===== src/hdl/fmatb_pkg.sv =====
// Shared types and constants for the four-member adjacency table builder.
// No dependencies; imported by fmatb_regs, the top level and the checker.
`timescale 1ns / 1ps
`default_nettype none

package fmatb_pkg;

  localparam int TAG_W   = 12;
  localparam int IDX_W   = 12;
  localparam int TYPE_W  = 6;
  localparam int ADDR_W  = 16;
  localparam int SLOT_W  = 5;
  localparam int ST_W    = 3;
  localparam int REQ_W   = 2;
  localparam int ROLE_W  = 2;
  localparam int PC_W    = 13;
  localparam int TC_W    = 7;
  localparam int TH_W    = 5;
  localparam int PADDR_W = 4;
  localparam int PDATA_W = 32;

  localparam logic [REQ_W-1:0] REQ_LOAD  = 2'd0;
  localparam logic [REQ_W-1:0] REQ_GROUP = 2'd1;
  localparam logic [REQ_W-1:0] REQ_CLEAR = 2'd2;

  localparam logic [ST_W-1:0] ST_OK       = 3'd0;
  localparam logic [ST_W-1:0] ST_RANGE    = 3'd1;
  localparam logic [ST_W-1:0] ST_REPEAT   = 3'd2;
  localparam logic [ST_W-1:0] ST_TYPE     = 3'd3;
  localparam logic [ST_W-1:0] ST_OVERFLOW = 3'd4;

  localparam logic [ROLE_W-1:0] ROLE_LAST = 2'd3;

  localparam logic [1:0] REG_PCOUNT  = 2'd0;
  localparam logic [1:0] REG_TCOUNT  = 2'd1;
  localparam logic [1:0] REG_THEIGHT = 2'd2;

  localparam logic [PC_W-1:0] PC_RST = 13'd4096;
  localparam logic [TC_W-1:0] TC_RST = 7'd1;
  localparam logic [TH_W-1:0] TH_RST = 5'd16;

  localparam logic [SLOT_W-1:0] CNT_MAX = 5'd31;

  typedef logic [TAG_W-1:0]  tag_t;
  typedef logic [IDX_W-1:0]  idx_t;
  typedef logic [SLOT_W-1:0] slot_t;

  typedef struct packed {
    logic [PC_W-1:0] particle_count;
    logic [TC_W-1:0] type_count;
    logic [TH_W-1:0] table_height;
  } cfg_t;

endpackage

`default_nettype wire


===== src/hdl/fmatb_regs.sv =====
// APB-style configuration registers: particle count, type count, table height.
// Depends on fmatb_pkg.
`timescale 1ns / 1ps
`default_nettype none

module fmatb_regs (
  input  wire                           clk,
  input  wire                           rst_n,
  input  wire                           psel,
  input  wire                           penable,
  input  wire                           pwrite,
  input  wire  [fmatb_pkg::PADDR_W-1:0] paddr,
  input  wire  [fmatb_pkg::PDATA_W-1:0] pwdata,
  output logic [fmatb_pkg::PDATA_W-1:0] prdata,
  output logic                          pready,
  output fmatb_pkg::cfg_t               cfg
);
  import fmatb_pkg::*;

  cfg_t       cfg_r;
  logic       wr_en;
  logic [1:0] reg_sel;

  assign pready  = 1'b1;
  assign reg_sel = paddr[3:2];
  assign wr_en   = psel && penable && pwrite && pready;
  assign cfg     = cfg_r;

  always_ff @(posedge clk) begin
    if (!rst_n) begin
      cfg_r.particle_count <= PC_RST;
      cfg_r.type_count     <= TC_RST;
      cfg_r.table_height   <= TH_RST;
    end else if (wr_en) begin
      case (reg_sel)
        REG_PCOUNT:  cfg_r.particle_count <= pwdata[PC_W-1:0];
        REG_TCOUNT:  cfg_r.type_count     <= pwdata[TC_W-1:0];
        REG_THEIGHT: cfg_r.table_height   <= pwdata[TH_W-1:0];
        default:     cfg_r <= cfg_r;
      endcase
    end
  end

  always_comb begin
    case (reg_sel)
      REG_PCOUNT:  prdata = PDATA_W'(cfg_r.particle_count);
      REG_TCOUNT:  prdata = PDATA_W'(cfg_r.type_count);
      REG_THEIGHT: prdata = PDATA_W'(cfg_r.table_height);
      default:     prdata = '0;
    endcase
  end

endmodule

`default_nettype wire


===== config.mk =====
export PLATFORM = sky130hd
export DESIGN_NAME = fmatb_regs
export DESIGN_NICKNAME = d
export VERILOG_FILES = /design/src/hdl/fmatb_pkg.sv /design/src/hdl/fmatb_regs.sv
export SDC_FILE = /design/constraint.sdc
export NUM_CORES = 1
export LEC_CHECK = 0
export ABC_AREA = 1
export BUFFER_PORTS_ARGS = -buffer_cell sky130_fd_sc_hd__buf_4
export CORE_MARGIN = 2
export CORE_UTILIZATION = 30
export CTS_CLUSTER_SIZE = 12
export DETAILED_ROUTE_END_ITERATION = 12
export PLACE_DENSITY = 0.73
export SLEW_MARGIN = 30
export SYNTH_ARGS = -nofsm -noshare
export SYNTH_HDL_FRONTEND = slang
export SYNTH_SLANG_ARGS = --single-unit

===== constraint.sdc =====
create_clock -name clk -period 1.1 [get_ports clk]
set_input_delay 0.11 -clock clk [delete_from_list [all_inputs] [get_ports clk]]
set_output_delay 0.11 -clock clk [all_outputs]
set_load 0.02 [all_outputs]

==> flow_metrics.py, run 1 <==
metrics = {
    "run_status": {
        "status": "finished, final reports clean",
    },
    "placement": {
        "io_buffer_count": 57,
        "gp_congestion": 0.743,
        "hpwl_um": 2570,
    },
    "synth": {
        "seq_area_frac_synth_pct": 35.3,
        "synth_area_mm2": 0.00142,
        "yosys_warnings": 0,
        "synthCells": 213,
        "synth.distinct_cells": 17,
        "syn_avg_cell_area_um2": 6.66,
        "synth.ff_latch_count": 25,
    },
    "sta": {
        "hold_viol_final": 0,
        "finalSetupViolCount": 0,
        "min_period_ns": 1.06,
        "report.final.slew_viol_count": 0,
        "min_period_over_period_pct": 96.3,
        "fmax_mhz": 944,
        "rsz0062_at_grt": "true",
        "fin_worst_skew_ns": 0,
        "setup_tns_ns": 0,
    },
    "power_and_ir_drop": {
        "p_leak_nw": 0.984,
        "p_per_area_mw_per_mm2": 965,
        "peakVddDrop_mv": 0.611,
        "power_mw": 1.88,
    },
    "drt": {
        "drc": 0,
        "dr.pass1.iters": 4,
        "wirelength_um": 3450,
        "drt_iter0_markers": 54,
        "wl_per_cell_um": 10.5,
        "antenna_left": 0,
        "vias_per_cell": 4.33,
        "vias": 1429,
    },
    "cells_and_area": {
        "largest_register_ffs": 25,
        "n_antenna_cell": 0,
        "final.fill_count": 470,
        "regArea_um2": 510,
        "drive_above_1_share_pct": 34.4,
        "nets": 318,
        "syn_to_final_growth_pct": 37.6,
        "multi_input_area_um2": 697,
    },
    "clock_network": {
        "clk_latency_ns": 0.26,
        "htreeDepth": 1,
        "cts_buffers": 3,
        "cts_tree": "done",
        "clkSinkCount": 25,
        "cts-root-buf": "clkbuf_8",
        "cts.clk_slew.worst_paths_ns": 0.09,
        "clockBufferDepth": 2,
    },
    "worst_hold_path": {
        "hold_class": "in2reg",
    },
    "floorplan": {
        "die_h_um": 72.7,
        "die_w_um": 72.7,
        "row_count": 25,
        "start_util_pct": 30.6,
        "dieArea_mm2": 0.00529,
        "io_pins": 99,
        "core_mm2": 0.00463,
    },
    "critical_path": {
        "critical_path_class": "reg2out",
        "start_kind": "flip-flop",
        "worstPathRequired_ns": 0.99,
        "crit_path_end_kind": "primary output",
        "critPathMaxFanout": 2,
        "worst-endpoint-arrival_ns": 0.95,
    },
    "global_route": {
        "first_global_vias": 1173,
        "grt_pass1_wl_um": 5560,
        "grt_max_degree": 26,
        "grt.met2_usage_pct": 24.2,
        "antenna_found_initial": 0,
        "grt_busiest_layer": "met2",
        "use_met1_pct": 16.5,
        "grt-ovfl-total": 0,
        "grt_use_met3_pct": 3.87,
        "grt_usage_pct": 13.5,
    },
    "flow_run": {
        "max-cap-violations": 0,
    },
}
## cell type report
type / instances / share of cell area, %
clock buffers: 3 / 2.12
clock inverters: 1 / 0.257
inverters: 21 / 4.04
multi-input cells: 157 / 35.7
flip-flops and latches: 25 / 26.2
well taps: 54 / 3.46
repair buffers: 69 / 28.2
## timing repair
action | in CTS | in global routing
pin swaps | 0 | 2
hold buffers | 0 | 0
gates resized for setup | 2 | 8
gates cloned | 0 | 0
setup buffers | 1 | 1
setup endpoints to repair | 2 | 7
## worst paths after layout
| path | to | from | slack [ns] | depth (start not counted) |
|---|---|---|---|---|
| max reg2reg | cfg[18]$_SDFFE_PN0P_ | cfg[18]$_SDFFE_PN0P_ | 0.40 | 3 |
| min reg2reg | cfg[11]$_SDFFE_PN0P_ | cfg[11]$_SDFFE_PN0P_ | 0.50 | 2 |
| max | prdata[6] | cfg[18]$_SDFFE_PN0P_ | 0.04 | 2 |
| min | cfg[24]$_SDFFE_PN1P_ | pwdata[12] | 0.06 | 3 |
## metrics by stage
step | setup WS [ns] | util, % | instances | hold WS (ns) | area, um2
floorplan | 0.175 | - | 231 | 0.236 | 1490
global placement | 0.126 | 40.4 | 324 | 0.324 | 1870
CTS | 0.00524 | 41.6 | 329 | 0.0540 | 1930
detailed placement | 0.123 | 40.4 | 324 | 0.334 | 1870
finish | 0.0408 | 42.1 | 330 | 0.0588 | 1950
global route | -0.00163 | 42.1 | 330 | 0.0639 | 1950
## logic make-up after synthesis
logic type | count (synthesis) | synth area share [%]
DFF | 25 | 35.3
and+or+nand+nor | 132 | 41.6
other | 2 | 0.530
buffers and inverters | 49 | 20.3
AOI/OAI and AO/OA | 5 | 2.29
## where the power goes
part           internal [mW]  switching [mW]
logic                  0.150           0.247
registers              0.925          0.0148
clock network          0.253           0.292
total                   1.33           0.553
## critical path: stages, from the launching register on
cell     delay, ns
dfxtp_2       0.33
a22o_1        0.22
buf_6         0.13
## layout by cell type (no fill, tap or decap), drive strengths merged
master / instances
nand3: 31
clkinv: 1
o21ai: 3
inv: 21
a22o: 2
nor2: 57
buf: 69
dfxtp: 25
conb: 20
nand2: 44
clkbuf: 3
## metal layers
layer / wire length, um / up-vias
met5: 0 / -
li1: - / 734
met4: 9 / 0
met3: 251 / 2
met1: 1440 / 633
met2: 1750 / 60
## cells in the mapped netlist, drive strengths merged
library cell / instances / area [um2]
nor2: 57 / 249
nand2: 44 / 173
nand3: 31 / 168
buf: 28 / 209
dfxtp: 25 / 500
inv: 21 / 78.8
o21ai: 3 / 15.0
a22o: 2 / 17.5
conb: 2 / 7.51
Power figures use the tool's default switching activity.
==> run 2: changes to the inputs <==
--- a/config.mk
+++ b/config.mk
@@ -7,11 +7,12 @@
 export LEC_CHECK = 0
 export ABC_AREA = 1
 export BUFFER_PORTS_ARGS = -buffer_cell sky130_fd_sc_hd__buf_4
-export CORE_MARGIN = 2
+export CORE_MARGIN = 4
 export CORE_UTILIZATION = 30
 export CTS_CLUSTER_SIZE = 12
 export DETAILED_ROUTE_END_ITERATION = 12
-export PLACE_DENSITY = 0.73
+export MAX_ROUTING_LAYER = met4
+export PLACE_DENSITY = 0.65
 export SLEW_MARGIN = 30
 export SYNTH_ARGS = -nofsm -noshare
 export SYNTH_HDL_FRONTEND = slang
==> run 2 against run 1 <==
Worst hold slack lost 0.0047 ns. Largest cell class unchanged. Critical path depth is the same. Critical endpoint unchanged. Power grew 0.88%.
==> flow_metrics.py, run 2 (synthesis gave the netlist of run 1 again) <==
metrics = {
    "cells_and_area": {
        "regArea_um2": 515,
        "syn_to_final_growth_pct": 38.3,
        "n_antenna_cell": 0,
        "nets": 319,
        "drive_above_1_share_pct": 36.1,
        "layout.cells.non_filler": 329,
        "multi_input_area_um2": 697,
        "final_common_cell": "buf_4",
        "final_cell_mix": "66 x buf_4, 47 x nor2_1, 43 x nand2_1",
        "fin_area_mm2": 0.00196,
        "largest_register_ffs": 25,
        "final.fill_count": 486,
    },
    "placement": {
        "hpwl_um": 2810,
        "gp_congestion": 0.742,
        "dpl.cell_count": 323,
        "placed_cell_area_mm2": 0.00188,
        "place_ws_ns": 0.0531,
        "io_buffer_count": 57,
    },
    "critical_path": {
        "worst-endpoint-arrival_ns": 0.95,
        "start_kind": "flip-flop",
        "path_cells": "a22o_1 > buf_6",
        "r2r_slack_ns": 0.40,
        "crit_family": "flip-flops",
        "critical_path_class": "reg2out",
        "crit_path_end_kind": "primary output",
        "worstPathRequired_ns": 0.99,
        "critPathMaxFanout": 3,
        "max_stage_delay_ns": 0.34,
        "critPathLaunch": "cfg[11]$_SDFFE_PN0P_",
        "r2r-start": "cfg[18]$_SDFFE_PN0P_",
        "cp_num_buf_inv": 1,
        "slowest_stage": "dfxtp_2",
    },
    "floorplan": {
        "die_w_um": 76.7,
        "dieArea_mm2": 0.00589,
        "row_count": 24,
        "start_util_pct": 31.7,
        "io_pins": 99,
        "die_h_um": 76.7,
        "core_mm2": 0.00447,
    },
    "sta": {
        "rsz0062_at_grt": "false",
        "report.final.slew_viol_count": 0,
        "finalSetupViolCount": 0,
        "fmax_mhz": 945,
        "fin_ws_ns": 0.0416,
        "setup_tns_ns": 0,
        "min_period_over_period_pct": 96.2,
        "hold_viol_final": 0,
        "fin_worst_skew_ns": 0,
        "min_period_ns": 1.06,
    },
    "drt": {
        "drc": 0,
        "dr.pass1.iters": 2,
        "wl_per_cell_um": 11.2,
        "vias_per_cell": 4.20,
        "vias": 1383,
        "wirelength_um": 3680,
        "drt_iter0_markers": 31,
        "antenna_left": 0,
    },
    "run_status": {
        "status": "finished, final reports clean",
    },
    "power_and_ir_drop": {
        "p_per_area_mw_per_mm2": 968,
        "p_leak_nw": 0.992,
        "power_mw": 1.90,
        "peakVddDrop_mv": 0.418,
    },
    "clock_network": {
        "cts_tree": "done",
        "clockBufferDepth": 2,
        "cts.clk_slew.worst_paths_ns": 0.09,
        "clk_latency_ns": 0.27,
        "cts-root-buf": "clkbuf_8",
        "clkSinkCount": 25,
        "cts_buffers": 3,
        "htreeDepth": 1,
    },
    "global_route": {
        "antenna_found_initial": 0,
        "first_global_vias": 1270,
        "grt_usage_pct": 12.9,
        "grt_pass1_wl_um": 6000,
        "grt-ovfl-total": 0,
        "grt_max_degree": 26,
    },
    "worst_hold_path": {
        "hold_class": "in2reg",
        "hold_path_startpoint": "pwdata[12]",
    },
    "flow_run": {
        "max-cap-violations": 0,
    },
}
[run 2: tightest hold or removal path, stage by stage]
cell and delay (ns):
buf_4 0.07, nand2_1 0.04, nand3_1 0.07
[run 2: layout make-up]
cell class	instances	area share [%]
multi-input combinational	157	35.5
timing repair buffer	70	28.5
sequential	25	26.3
inverter	21	4.02
tap	52	3.32
clock buffer	3	2.11
clock inverter	1	0.255
[run 2: metal layers]
layer | vias up | global-route usage (%) | wire length, um
met1 | 595 | 16.1 | 1710
met2 | 44 | 20.8 | 1710
met4 | 0 | 4.89 | 45
met3 | 4 | 2.22 | 207
li1 | 740 | - | -
met5 | - | - | 0
[run 2: through the flow]
| stage | hold WS [ns] | utilization, % |
|---|---|---|
| finish | 0.0540 | 43.8 |
| global route | 0.0507 | 43.8 |
| CTS | 0.0562 | 43.2 |
| detailed placement | 0.341 | 41.9 |
| global placement | 0.321 | 41.9 |
| floorplan | 0.236 | - |
[run 2: final timing paths]
path | depth (start not counted) | to
worst max-delay path | 2 | prdata[6]
worst max register to register | 3 | cfg[18]$_SDFFE_PN0P_
worst min-delay path | 3 | cfg[24]$_SDFFE_PN1P_
worst min register to register | 2 | cfg[8]$_SDFFE_PN0P_
[run 2: timing repair]
action | in CTS | in global routing
hold endpoints to repair | 0 | 0
gates cloned | 0 | 0
resized for setup | 2 | 12
pin swaps | 0 | 2
buffers inserted | 1 | 1
setup endpoints to repair | 2 | 8
hold buffers | 0 | 0
[run 2: power breakdown]
group | internal [mW] | switching [mW] | leakage [nW]
registers | 0.926 | 0.0154 | 0.207
clock network | 0.254 | 0.303 | 0.0255
logic | 0.151 | 0.249 | 0.759
==> run 3: changes to the inputs <==
--- a/config.mk
+++ b/config.mk
@@ -12,7 +12,7 @@
 export CTS_CLUSTER_SIZE = 12
 export DETAILED_ROUTE_END_ITERATION = 12
 export MAX_ROUTING_LAYER = met4
-export PLACE_DENSITY = 0.65
+export PLACE_DENSITY = 0.67
 export SLEW_MARGIN = 30
 export SYNTH_ARGS = -nofsm -noshare
 export SYNTH_HDL_FRONTEND = slang
==> constraint.sdc (replaced) <==
create_clock -name clk -period 0.96 [get_ports clk]
set_input_delay 0.096 -clock clk [delete_from_list [all_inputs] [get_ports clk]]
set_output_delay 0.096 -clock clk [all_outputs]
set_load 0.02 [all_outputs]
==> run 3 against run 2 <==
The flow now finishes with violations (negative setup slack). Register-to-register slack got worse by 0.26 ns. Cell count increased by 4.9%. Sequential power grew 15%. First-iteration DRC count rose to 2.5 times the previous value. Sequential share of layout area decreased by 2.7 points. Wire length grew 7.1%. Largest cell class is now non-clock buffers.
==> flow_metrics.py, run 3 (synthesis gave the netlist of run 1 again) <==
metrics = {
    "run_status": {
        "status": "finished, violations left",
        "violations": "negative setup slack",
    },
    "sta": {
        "rsz0062_at_grt": "true",
        "fmax_mhz": 958,
        "report.final.slew_viol_count": 0,
        "fin_worst_skew_ns": 0,
        "finalSetupViolCount": 11,
        "min_period_over_period_pct": 109,
        "min_period_ns": 1.04,
        "fin_ws_ns": -0.0834,
        "hold_viol_final": 0,
    },
    "global_route": {
        "first_global_vias": 1323,
        "grt_pass1_wl_um": 6110,
        "grt_max_degree": 26,
        "grt_usage_pct": 13.1,
        "grt-ovfl-total": 0,
        "antenna_found_initial": 0,
    },
    "drt": {
        "antenna_left": 0,
        "wl_per_cell_um": 11.4,
        "vias_per_cell": 4.27,
        "wirelength_um": 3940,
        "vias": 1473,
        "drt_iter0_markers": 79,
        "dr.pass1.iters": 4,
        "drc": 0,
    },
    "floorplan": {
        "die_h_um": 76.7,
        "io_pins": 99,
        "dieArea_mm2": 0.00589,
        "row_count": 24,
        "start_util_pct": 31.7,
        "core_mm2": 0.00447,
        "die_w_um": 76.7,
    },
    "clock_network": {
        "cts.clk_slew.worst_paths_ns": 0.10,
        "clockBufferDepth": 2,
        "clkSinkCount": 25,
        "cts_tree": "done",
        "cts_buffers": 3,
        "clk_latency_ns": 0.27,
        "htreeDepth": 1,
        "cts-root-buf": "clkbuf_8",
    },
    "cells_and_area": {
        "final_cell_mix": "53 x buf_4, 41 x nor2_1, 40 x nand2_1",
        "syn_to_final_growth_pct": 58.9,
        "drive_above_1_share_pct": 49.8,
        "fin_area_mm2": 0.00225,
        "n_antenna_cell": 0,
        "final_common_cell": "buf_4",
        "largest_register_ffs": 25,
        "nets": 335,
    },
    "power_and_ir_drop": {
        "peakVddDrop_mv": 0.522,
        "p_leak_nw": 1.13,
        "p_per_area_mw_per_mm2": 1000,
    },
    "placement": {
        "place_ws_ns": -0.00148,
        "hpwl_um": 2910,
        "placed_cell_area_mm2": 0.00191,
        "io_buffer_count": 57,
        "gp_congestion": 0.773,
    },
    "critical_path": {
        "worstPathRequired_ns": 0.86,
        "critical_path_class": "reg2out",
        "crit_path_end_kind": "primary output",
        "start_kind": "flip-flop",
        "critPathMaxFanout": 2,
        "worst-endpoint-arrival_ns": 0.95,
    },
    "worst_hold_path": {
        "hold_class": "in2reg",
    },
    "flow_run": {
        "max-cap-violations": 0,
    },
}
run 3: changes by cell type in the layout (fill, tap and decap cells not counted), sizes merged:
cell  before  now
buf       70   86
run 3: timing repair:
item	4_1_cts	5_1_grt
hold buffers	0	0
gates resized for setup	44	28
buffers inserted	11	4
pin swaps	15	8
setup endpoints to repair	13	22
run 3: critical path: stages, from the launching register on:
cell and delay [ns]:
dfxtp_2 0.33, a22o_1 0.21, buf_6 0.13
run 3: final timing paths:
kind	cells past startpoint	slack [ns]	to	start
max	2	-0.08	prdata[5]	cfg[17]$_SDFFE_PN0P_
min	3	0.03	cfg[24]$_SDFFE_PN1P_	pwdata[12]
max reg2reg	4	0.14	cfg[20]$_SDFFE_PN0P_	cfg[20]$_SDFFE_PN0P_
min reg2reg	2	0.50	cfg[13]$_SDFFE_PN0P_	cfg[13]$_SDFFE_PN0P_
run 3: layer usage:
metal | share of wire [%] | GRT usage [%] | wire length, um
met1 | 42 | 14.6 | 1660
met2 | 53 | 23.7 | 2070
met3 | 4.1 | 2.58 | 161
met4 | 1.1 | 3.80 | 43
met5 | 0 | - | 0
run 3: through the flow:
stage / std cells / setup TNS (ns) / hold WS (ns) / util (%) / total power, mW
6_report: 345 / -0.399 / 0.0345 / 50.3 / 2.25
4_1_cts: 341 / -0.497 / 0.0275 / 47.8 / 2.25
2_1_floorplan: 231 / 0 / 0.222 / - / 1.44
3_5_place_dp: 326 / -0.00148 / 0.316 / 42.7 / 1.57
5_1_grt: 345 / -1.04 / 0.0482 / 50.3 / 2.36
3_3_place_gp: 326 / 0 / 0.308 / 42.7 / 1.57
run 3: final cells by class:
cell class,count,area [um2]
clock buffers,3,41.3
inverters,21,78.8
well taps,52,65.1
repair buffers,86,796
fillers,446,2220
flip-flops and latches,25,532
multi-input cells,157,734
clock inverters,1,5.00
run 3: report_power, final:
part | internal [mW] | leakage [nW] | switching, mW
logic | 0.218 | 0.891 | 0.303
clock network | 0.291 | 0.0255 | 0.359
registers | 1.06 | 0.212 | 0.0180
total | 1.57 | 1.13 | 0.680
